===== src/rtl/llsf_ram.sv =====
module llsf_ram #(
    parameter int WIDTH = 24,
    parameter int DEPTH = 64
) (
    input  logic                     clk,
    input  logic                     we,
    input  logic [$clog2(DEPTH)-1:0] waddr,
    input  logic [WIDTH-1:0]         wdata,
    input  logic [$clog2(DEPTH)-1:0] raddr,
    output logic [WIDTH-1:0]         rdata
);

    logic [WIDTH-1:0] mem [DEPTH];

    always_ff @(posedge clk)
    begin
        if (we)
        begin
            mem[waddr] <= wdata;
        end
        rdata <= mem[raddr];
    end

endmodule


===== config.mk =====
export PLATFORM = sky130hd
export DESIGN_NAME = llsf_ram
export DESIGN_NICKNAME = d
export VERILOG_FILES = /design/src/rtl/llsf_ram.sv
export SDC_FILE = /design/constraint.sdc
export NUM_CORES = 1
export LEC_CHECK = 0
export BUFFER_PORTS_ARGS = -buffer_cell sky130_fd_sc_hd__buf_2
export CORE_UTILIZATION = 55
export CTS_CLUSTER_DIAMETER = 120
export DETAILED_ROUTE_END_ITERATION = 10
export GPL_TIMING_DRIVEN = 0
export PLACE_DENSITY = 0.69
export SYNTH_ARGS = -nofsm -noshare
export SYNTH_HDL_FRONTEND = slang
export SYNTH_SLANG_ARGS = --single-unit

===== constraint.sdc =====
create_clock -name clk -period 4.2 [get_ports clk]
set_input_delay 0.42 -clock clk [delete_from_list [all_inputs] [get_ports clk]]
set_output_delay 0.42 -clock clk [all_outputs]
set_load 0.02 [all_outputs]

After elaboration in Yosys (flattened, before gate mapping)
Memories as Yosys holds them, arrays and structs flattened. A register that Yosys moved wholly into a read port is not among the register bits.
Index checks and enable logic that the tools add are counted.

word-level totals
  bits of input ports = 38
  register bits after elaboration = 0
  logic and storage cells = 3
  memory bits (writable) = 1536
  memories = 1

memory list
  memory  depth  width  read ports  clocked after Yosys merged registers in  wr ports  line  text
  mem     64     24     1           1                                        1         13    logic [WIDTH-1:0] mem [DEPTH];

cells by class
  mux-type cells = 2

operator list
  kind               number
  1-bit two-way mux  2

Longest topological paths before layout
  depth in word-level cells = 2
  depth in mapped cells = 9
  depth with buffers taken out = 5

Worst setup path before layout
OpenSTA, ideal clock, no wires.

  path type = input to register
  start = input waddr[3]
  end = memory mem[48][0], enable pin
  arrival = 2.582 ns
  library setup time = 0.435 ns
  slack = 1.183 ns
  path buffers = 1
  stages = 4
  path through = clkbuf_1 -> nor2b_1 -> nand4b_1 -> nor3_1

RTL lines
  item         line  text
  from (decl)  7     input logic [$clog2(DEPTH)-1:0] waddr,
  to (decl)    13

No word-level cell before the write port.

==> results.ini <==
[critical_path]
worstSetupEndpointType = flop
required_ns = 4.83
cp-start-kind = primary input
arrival_ns = 4.14
critPathKind = in -> reg
cp_max_fo = 10
reg2reg_depth = 5

[sta]
tightestPinTransition_ns = 1.49
min_period_over_period_pct = 83.6
relSlewSlack_pct = 0.513
drv_slew = 0
fmax_mhz = 285
finalSetupTns_ns = 0
hold_viol = 0
setup_viol = 0
rsz0062_at_grt = false
whs_ns = 0.256
skew_ns = 0.0180
min_period_ns = 3.51

[synthesis]
synth_area_sq_um = 59300
synth_area_leaders = edfxtp_1 78%, mux4_2 13%, mux2i_1 1.6%, mux2_2 1.0%, dfxtp_1 0.81%
avgSynthCellArea_sq_um = 22.7
yosysMostFrequentCell = edfxtp_1
synth_top_area_cell = edfxtp_1
syn-num-nets = 2648
ys.warnings.count = 0
ys_seq_area_share_pct = 78.6
synth-main-ff-cell = edfxtp_1
ys_ff_latch = 1560
synth.distinct_cells = 40
postSynth.asyncResetShare_pct = 0
synth_top_area_share_pct = 77.8
synth_edf_count = 1536
yosys-top-cells-count = 1536 x edfxtp_1, 355 x mux4_2, 95 x mux2i_1, 80 x nor2_1
synthCells = 2610

[clocking]
cts.clk_slew.worst_paths_ns = 0.06
cts_hold_buf = 0
cts_tree = done
cts_made_buffers = 151
ctsResizeCount = 0
cts_root_buf = clkbuf_16
cts_setup_buffers = 0
clockBufferDepth = 3
ctsHtreeMaxLevel = 4
cts_sinks = 1560
clkLatencyLatePin_ns = 0.77

[route]
vias = 29100
drc = 0
drt_pre_antenna_iters = 6
drtIter0Drc = 4356
wl_mm = 152
via_per_inst = 6.65
detail_route.wl_per_cell_microns = 34.6
ant_nets = 0

[worst_hold_path]
hold_path.class = in -> reg
whs_path_depth = 1

[cells_and_area]
drive_gt1_share_pct = 29.1
nets = 2886
design_area_sq_um = 67300
syn_to_final_growth_pct = 13.5

[global_route]
track_usage_pct = 28.4
grt_max_degree = 65
first_global_vias = 28800
antenna_found_initial = 21
grt_pass1_wl_mm = 212
gr-total-overflow = 0

[placement]
gp_congestion = 0.913
dp_hpwl_mm = 94.9
port_buffers = 54
placed_area_sq_um = 62400

[floorplan]
dieArea_sq_um = 109000
start_util_pct = 55.5
num_io_pins = 62
fp.coreArea_sq_um = 107000
rows = 120
die_x_microns = 330
die_h_microns = 330

[power_and_ir_drop]
power.total_w = 0.0324
power_density_nw_per_um2 = 481
max-vdd-ir-drop_mv = 0.432
leakage_nw = 21.1

[flow_run]
cap_violations = 0

[status]
status = finished clean

## metal layers
layer	global-route usage (%)	share of wire, %	vias up
met1	40.5	38	15400
met4	11.2	4.1	12
met2	43.1	47	1719
li1	-	-	11600
met5	0.130	0.056	-
met3	6.61	11	346
## power breakdown
group          total [W]  switching (W)  leakage [nW]  internal (W)
Combinational    0.00176        0.00118          4.69      0.000579
Clock             0.0134        0.00573          2.37       0.00764
Sequential        0.0173      0.0000341          14.0        0.0172
Total             0.0324        0.00694          21.1        0.0255
## worst max-delay path, stage by stage
cell	delay [ns]
buf_2	0.19
buf_2	0.36
buf_2	0.47
buf_4	0.31
clkbuf_1	0.68
a221oi_1	0.16
a221oi_1	1.04
a31oi_1	0.25
o21a_1	0.22
## placed cells by master, fill, tap and decap left out, drive strengths merged, types with 4 or more instances in the layout
cell,synthesis,final
a21oi,22,22
a221o,4,4
a221oi,52,52
a22oi,29,29
a31oi,13,13
and2,4,4
and3,16,16
buf,97,182
bufinv,0,11
clkbuf,45,239
clkinv,1,56
clkinvlp,0,5
dfxtp,24,24
diode,0,6
edfxtp,1536,1536
inv,1,10
mux2,53,53
mux2i,95,95
mux4,355,355
nand2,36,36
nand2b,6,6
nand3,20,20
nor2,80,80
nor2b,9,9
o21a,13,13
o21ai,18,18
o22ai,53,53
or3,10,10
## path summary, 6_finish.rpt
path	end	slack (ns)	from
hold reg to reg	rdata[20]	1.03	mem[34][20]
setup reg to reg	rdata[6]	1.40	mem[39][6]
setup / recovery	rdata[6]	0.69	raddr[1]
hold / removal	mem[40][5]	0.26	wdata[5]
## sequential cells by signal, indices dropped and copies added, names as in the netlist
signal  cells
mem      1536
rdata      24
## through the flow
stage          worst slack (ns)  std cells  util [%]
2_1_floorplan              1.18       2610         -
3_3_place_gp             -0.220       4067      57.4
3_5_place_dp              0.132       4097      58.4
4_1_cts                   0.925       4371      62.9
5_1_grt                   0.590       4372      63.0
6_report                  0.690       4378      63.0
## cells by family (layout without fill, tap and decap cells)
| logic type | after synthesis | in the layout | share of synthesized area [%] |
|---|---|---|---|
| flip-flops | 1560 | 1560 | 78.6 |
| other | 0 | 6 | 0 |
| multiplexers | 503 | 503 | 16.1 |
| AO/OA/AOI/OAI | 207 | 207 | 2.44 |
| AND/OR/NAND/NOR | 196 | 196 | 1.56 |
| buffers and inverters | 144 | 503 | 1.31 |
## cell type report
type	instances	area, sq um
antenna	6	15.0
buffer	142	769
clock buffer	194	4130
clock inverter	80	724
fill	7048	39600
inverter	2	7.51
multi-input combinational	906	12300
sequential	1560	46600
tap	1403	1760
timing repair buffer	85	973
No activity file was read; power rests on OpenSTA's default activity.
