<file path="src/rtl/llsf_pkg.sv">
package llsf_pkg;

    localparam int MAX_POINTS_DEF = 64;
    localparam int MAX_POINTS_HI  = 1024;

    // Job fields are sized for the largest supported set
    localparam int CNT_W = $clog2(MAX_POINTS_HI + 1);
    localparam int S1_W  = 24 + CNT_W;
    localparam int S2_W  = 47 + CNT_W;
    localparam int WW    = 128;
    localparam int QUEUE_DEPTH = 2;

    localparam logic [1:0] FIT_OK   = 2'd0;
    localparam logic [1:0] FIT_FEW  = 2'd1;
    localparam logic [1:0] FIT_FLAT = 2'd2;

    typedef enum logic [1:0] {
        OP_MUL,
        OP_DIV,
        OP_SQRT
    } op_t;

    typedef struct packed {
        logic                   go;
        op_t                    op;
        logic [WW-1:0]          a;
        logic [WW-1:0]          b;
    } arith_req_t;

    typedef struct packed {
        logic [CNT_W-1:0]       count;
        logic signed [S1_W-1:0] sum_x;
        logic signed [S1_W-1:0] sum_y;
        logic signed [S2_W-1:0] sum_xy;
        logic signed [S2_W-1:0] sum_xx;
        logic signed [S2_W-1:0] sum_yy;
    } job_t;

    typedef struct packed {
        logic [31:0] slope;
        logic [31:0] intercept;
        logic [31:0] pearson_r;
        logic [31:0] residual_error;
        logic [31:0] slope_error;
        logic [31:0] intercept_error;
        logic [1:0]  fit_status;
        logic [6:0]  points_used;
    } fit_t;

    function automatic logic [WW-1:0] abs128(input logic [WW-1:0] v);
        return v[WW-1] ? (~v + 1'b1) : v;
    endfunction

    // Signed saturation of a quotient magnitude with its sign
    function automatic logic [31:0] sat_signed(input logic neg, input logic [WW-1:0] q,
                                               input logic [WW-1:0] nlim,
                                               input logic [WW-1:0] plim);
        logic [31:0] r;
        if (neg && q != '0) begin
            if (q >= nlim) r = ~nlim[31:0] + 1'b1;
            else           r = ~q[31:0] + 1'b1;
        end else begin
            if (q >= plim) r = plim[31:0];
            else           r = q[31:0];
        end
        return r;
    endfunction

    function automatic logic [31:0] usat32(input logic [WW-1:0] q);
        return (q[WW-1:32] != '0) ? 32'hFFFF_FFFF : q[31:0];
    endfunction

endpackage

</file>
<file path="src/rtl/llsf_fifo.sv">
module llsf_fifo (
    input  logic           clk,
    input  logic           rst_n,
    input  logic           push,
    input  llsf_pkg::job_t din,
    input  logic           pop,
    output logic           valid,
    output llsf_pkg::job_t dout
);

    localparam int PW = $clog2(llsf_pkg::QUEUE_DEPTH);
    localparam int NW = $clog2(llsf_pkg::QUEUE_DEPTH + 1);

    llsf_pkg::job_t mem_reg [llsf_pkg::QUEUE_DEPTH];
    logic [PW-1:0]  wr_reg, rd_reg;
    logic [NW-1:0]  fill_reg;

    assign valid = fill_reg != '0;
    assign dout  = mem_reg[rd_reg];

    always_ff @(posedge clk)
    begin
        if (push)
        begin
            mem_reg[wr_reg] <= din;
        end
    end

    always_ff @(posedge clk or negedge rst_n)
    begin
        if (!rst_n)
        begin
            wr_reg   <= '0;
            rd_reg   <= '0;
            fill_reg <= '0;
        end
        else
        begin
            if (push) wr_reg <= wr_reg + 1'b1;
            if (pop)  rd_reg <= rd_reg + 1'b1;
            fill_reg <= fill_reg + NW'(push) - NW'(pop);
        end
    end

endmodule

</file>
<file path="config.mk">
export PLATFORM = sky130hd
export DESIGN_NAME = llsf_fifo
export DESIGN_NICKNAME = d
export VERILOG_FILES = /design/src/rtl/llsf_pkg.sv /design/src/rtl/llsf_fifo.sv
export SDC_FILE = /design/constraint.sdc
export NUM_CORES = 1
export LEC_CHECK = 0
export CAP_MARGIN = 25
export CORE_ASPECT_RATIO = 0.8
export CORE_MARGIN = 3
export CORE_UTILIZATION = 30
export CTS_CLUSTER_SIZE = 25
export DETAILED_ROUTE_END_ITERATION = 7
export DONT_BUFFER_PORTS = 1
export PLACE_DENSITY = 0.47
export SYNTH_ARGS = -nofsm -noshare
export SYNTH_HDL_FRONTEND = slang
export SYNTH_SLANG_ARGS = --single-unit
</file>
<file path="constraint.sdc">
create_clock -name clk -period 15.5 [get_ports clk]
set_input_delay 2.325 -clock clk [delete_from_list [all_inputs] [get_ports clk]]
set_output_delay 2.325 -clock clk [all_outputs]
set_load 0.02 [all_outputs]
</file>
# ---- Word level (Yosys, flattened, before mapping)
# Memory sizes are Yosys's and may differ from the RTL's.
# Cells that the tools add are included.
dict set report totals {
  regBits 4
  latchBits 0
  ram_bits 510
  rom_bits 0
  out_inout_bits 256
  elab_cells 11
  memories 1
}
dict set report classes {
  addsub 4
  n_mul 0
  div 0
  magnitude_cmp 0
  n_eq_ne 0
  n_shift 0
  mux 2
  bitwise_logic 0
  reduce_logical 1
}
# memory words width rd rd_ports_with_merged_regs wr line_no
set mem_list {}
lappend mem_list {mem_reg 2 255 1 0 1 llsf_fifo.sv:14} ;# llsf_pkg::job_t mem_reg [llsf_pkg::QUEUE_DEPTH];
# operator n
set op_table {}
lappend op_table {{adder 1 bit (second input constant)} 2}
lappend op_table {{adder 2 x 1 -> 2 bit} 1}
lappend op_table {{2-to-1 mux 1 bit} 2}
lappend op_table {{nonzero test 2 bit} 1}
lappend op_table {{subtractor 2 x 1 -> 2 bit} 1}

# ---- Logic depth before layout (Yosys ltp)
dict set report depth {
  depth_word 2
  ltp_mapped 5
}

# ---- Worst setup path before layout
# Ideal clock, no wire load.
dict set report synth_path {
  path_kind {input to register}
  from {input push}
  to {memory mem_reg[0][0] in the netlist's numbering (enable)}
  setup_ns 0.906
  arrival_ns 13.298
  required_ns 14.594
  path_slack_ns 1.296
  path_stages 1
  path_buffers 0
  cell_sequence {nor2b_1}
}
dict set report synth_via {
  elab_chain_cells 2
}
# element line_no
set synth_rtl {}
lappend synth_rtl {{from (decl)} llsf_fifo.sv:4} ;# input logic push,
lappend synth_rtl {{2-to-1 mux 1 bit} llsf_fifo.sv:23} ;# if (push)
lappend synth_rtl {{2-to-1 mux 1 bit (not written as such)} llsf_fifo.sv:25} ;# mem_reg[wr_reg] <= din;
lappend synth_rtl {{to (decl)} llsf_fifo.sv:14}
# No other way between the ends.

==> out/results.ini <==
[critical_path]
cp_slowest_cell=dfrtp_4
worstPathRequired_ps=13180
path_max_fanout=76
crit_chain=buf_4, buf_4, mux2_2
crit_arrival_ps=3690
critPathBufInv=2
worstSetupPathType=reg2out
crit_top_cell=buf_4
start_kind=register
cp_top_family=buffers and inverters
max_stage_delay_ps=840
end_kind=output pin

[sta]
slew_headroom_pct=24.61
slew_viol_final=0
post-route-period-util_pct=38.80
fmax_ghz=0.1663
final.setup.tns_ps=0
skew_ps=11.60
hold_viol=0
worstMarginPinSlew_ps=1131
setup_viol=0
finalCriticalPeriod_ps=6014
rsz0062_at_grt=false

[flow_run]
maxCapViolCount=0

[layout]
largest_reg_flops=510
fin_nets=1104
final_cell_count_no_fill=1710
n_fill_cell=5757
syn_to_final_growth_pct=12.92
drive_gt1_share_pct=38.27
most-common-layout-cells=edfxtp_1, mux2_2, clkbuf_16
final_common_cell=edfxtp_1
design_area_um2=21100

[floorplan]
fp.dieArea_um2=65330
start_util_pct=30.42
core_area_um2=61420
die_x_um=285.0
die_y_um=229.2
num_io_pins=515
rows=81

[placement]
dpl_cell_area_um2=19560
port_buffers=0
hpwlAfterDp_um=27240
routabilityCongestion=0.7597
dpl.cell_count=1620

[clock_tree]
clock-sinks=514
cts_tree=yes
cts.path.max_buffers=3
postCtsSetupBuffers=0
clock_latency_ps=570
numCtsBuffers=51
clock-root-buffer=clkbuf_16
cts-resized-gates=0
htree_levels=2
clk_pin_slew_ps=60
holdBufCountCts=0

[grt]
grt_max_degree=143
grt_pass1_wl_um=56480
antenna_found_initial=2
gr-total-overflow=0
grt_pass1_vias=8164
grt_use_total_pct=11.66

[route]
routed_wl_um=39800
vias=7501
drt_iter0_markers=398
drt_first_pass_iters=4
drc=0
avgRoutedWirePerCell_um=23.27
via_per_inst=4.387
ant_nets=0

[synthesis]
netlist_instances=807
synth_top_family_by_area=multiplexers
syn_nets=1068
synth-seq-area-share_pct=82.50
synth-simple-area-share_pct=0.1004
synth_area_leaders=edfxtp_1, mux2_2, buf_6
synth_fa_ha_area_share_pct=0.1339
synth-compound-area-share_pct=0
synthXorXnorAreaFrac_pct=0.2210
synth_area_per_cell_um2=23.15
yosysUniqueCellTypes=13
synth_mux_area_share_pct=15.37
synth_seq_cells=514
synth_warnings=0
synth_top_area_share_pct=81.97
netlist_area_um2=18680
synth_largest_area_cell=edfxtp_1

[pwr]
power_leakage_nw=6.718
p_per_area_nw_per_um2=199.2
peakVddDrop_mv=0.09495

[worst_hold_path]
hold_path.class=reg2reg

[outcome]
outcome=finished clean

## cell families (layout without fill, tap and decap cells)
| kind of cell | after synthesis | in the layout |
|---|---|---|
| flip-flops | 514 | 514 |
| XOR/XNOR | 3 | 3 |
| buffers and inverters | 30 | 101 |
| multiplexers | 255 | 255 |
| AND/OR/NAND/NOR | 3 | 3 |
| other | 0 | 2 |
| adder cells (fa/ha/maj) | 2 | 2 |
## routing by layer
| metal | global-route usage [%] | share of wire, % | vias to the layer above |
|---|---|---|---|
| met3 | 6.070 | 11 | 74 |
| met2 | 21.07 | 53 | 301 |
| met4 | 4.108 | 2.8 | 0 |
| li1 | - | - | 3308 |
| met1 | 11.35 | 33 | 3818 |
| met5 | 0 | 0 | - |
## final timing paths
path                       slack [ps]                from                  endpoint  cells after the start
setup / recovery                 9490  rd_reg$_DFFE_PN0P_                 dout[106]                      3
hold / removal                    550  wr_reg$_DFFE_PN0P_        wr_reg$_DFFE_PN0P_                      1
setup reg to reg                12830  wr_reg$_DFFE_PN0P_  mem_reg[0][62]$_DFFE_PP_                      3
min in group asynchronous        1450               rst_n        wr_reg$_DFFE_PN0P_                      0
max in group asynchronous       13970               rst_n        rd_reg$_DFFE_PN0P_                      0
hold reg to reg                   550  wr_reg$_DFFE_PN0P_        wr_reg$_DFFE_PN0P_                      1
## cells in the mapped netlist
library cell,number
inv_1,2
buf_6,26
xor3_1,1
mux2_2,255
nor2b_1,1
xor2_1,2
dfrtp_1,4
ha_1,2
edfxtp_1,510
buf_2,1
buf_4,1
or2_2,1
and2_1,1
## worst reg2reg max path, stage by stage (launching register included)
cell	delay (ps)
dfrtp_1	430
nor2b_4	320
buf_4	780
buf_4	730
## through the flow
stage               hold WS (ps)  power, mW  worst slack [ps]  utilization (%)
global route               569.2      4.389              9231            34.34
finish                     552.6      4.203              9486            34.35
CTS                        552.7      4.288              9381            34.34
floorplan                  455.5      3.038              1296                -
global placement           537.6      3.117             10120            31.77
detailed placement         542.4      3.126             10050            31.85
## final cells by class
class                           instances  area [um2]  area share (%)
Sequential cell                       514       15420           73.08
Multi-Input combinational cell        263        2967           14.06
Clock buffer                           63        1364           6.464
Tap cell                              830        1039           4.922
Clock inverter                         25       170.2          0.8065
Timing Repair Buffer                   11       127.6          0.6049
Inverter                                2       7.507         0.03558
Antenna cell                            2       5.005         0.02372
## power breakdown
group / leakage [nW] / total (mW) / internal, mW / switching (mW)
logic: 1.13 / 1.13 / 0.349 / 0.784
registers: 4.83 / 1.93 / 1.85 / 0.0849
clock network: 0.752 / 1.14 / 0.652 / 0.486
No activity file was read; power rests on OpenSTA's default activity.
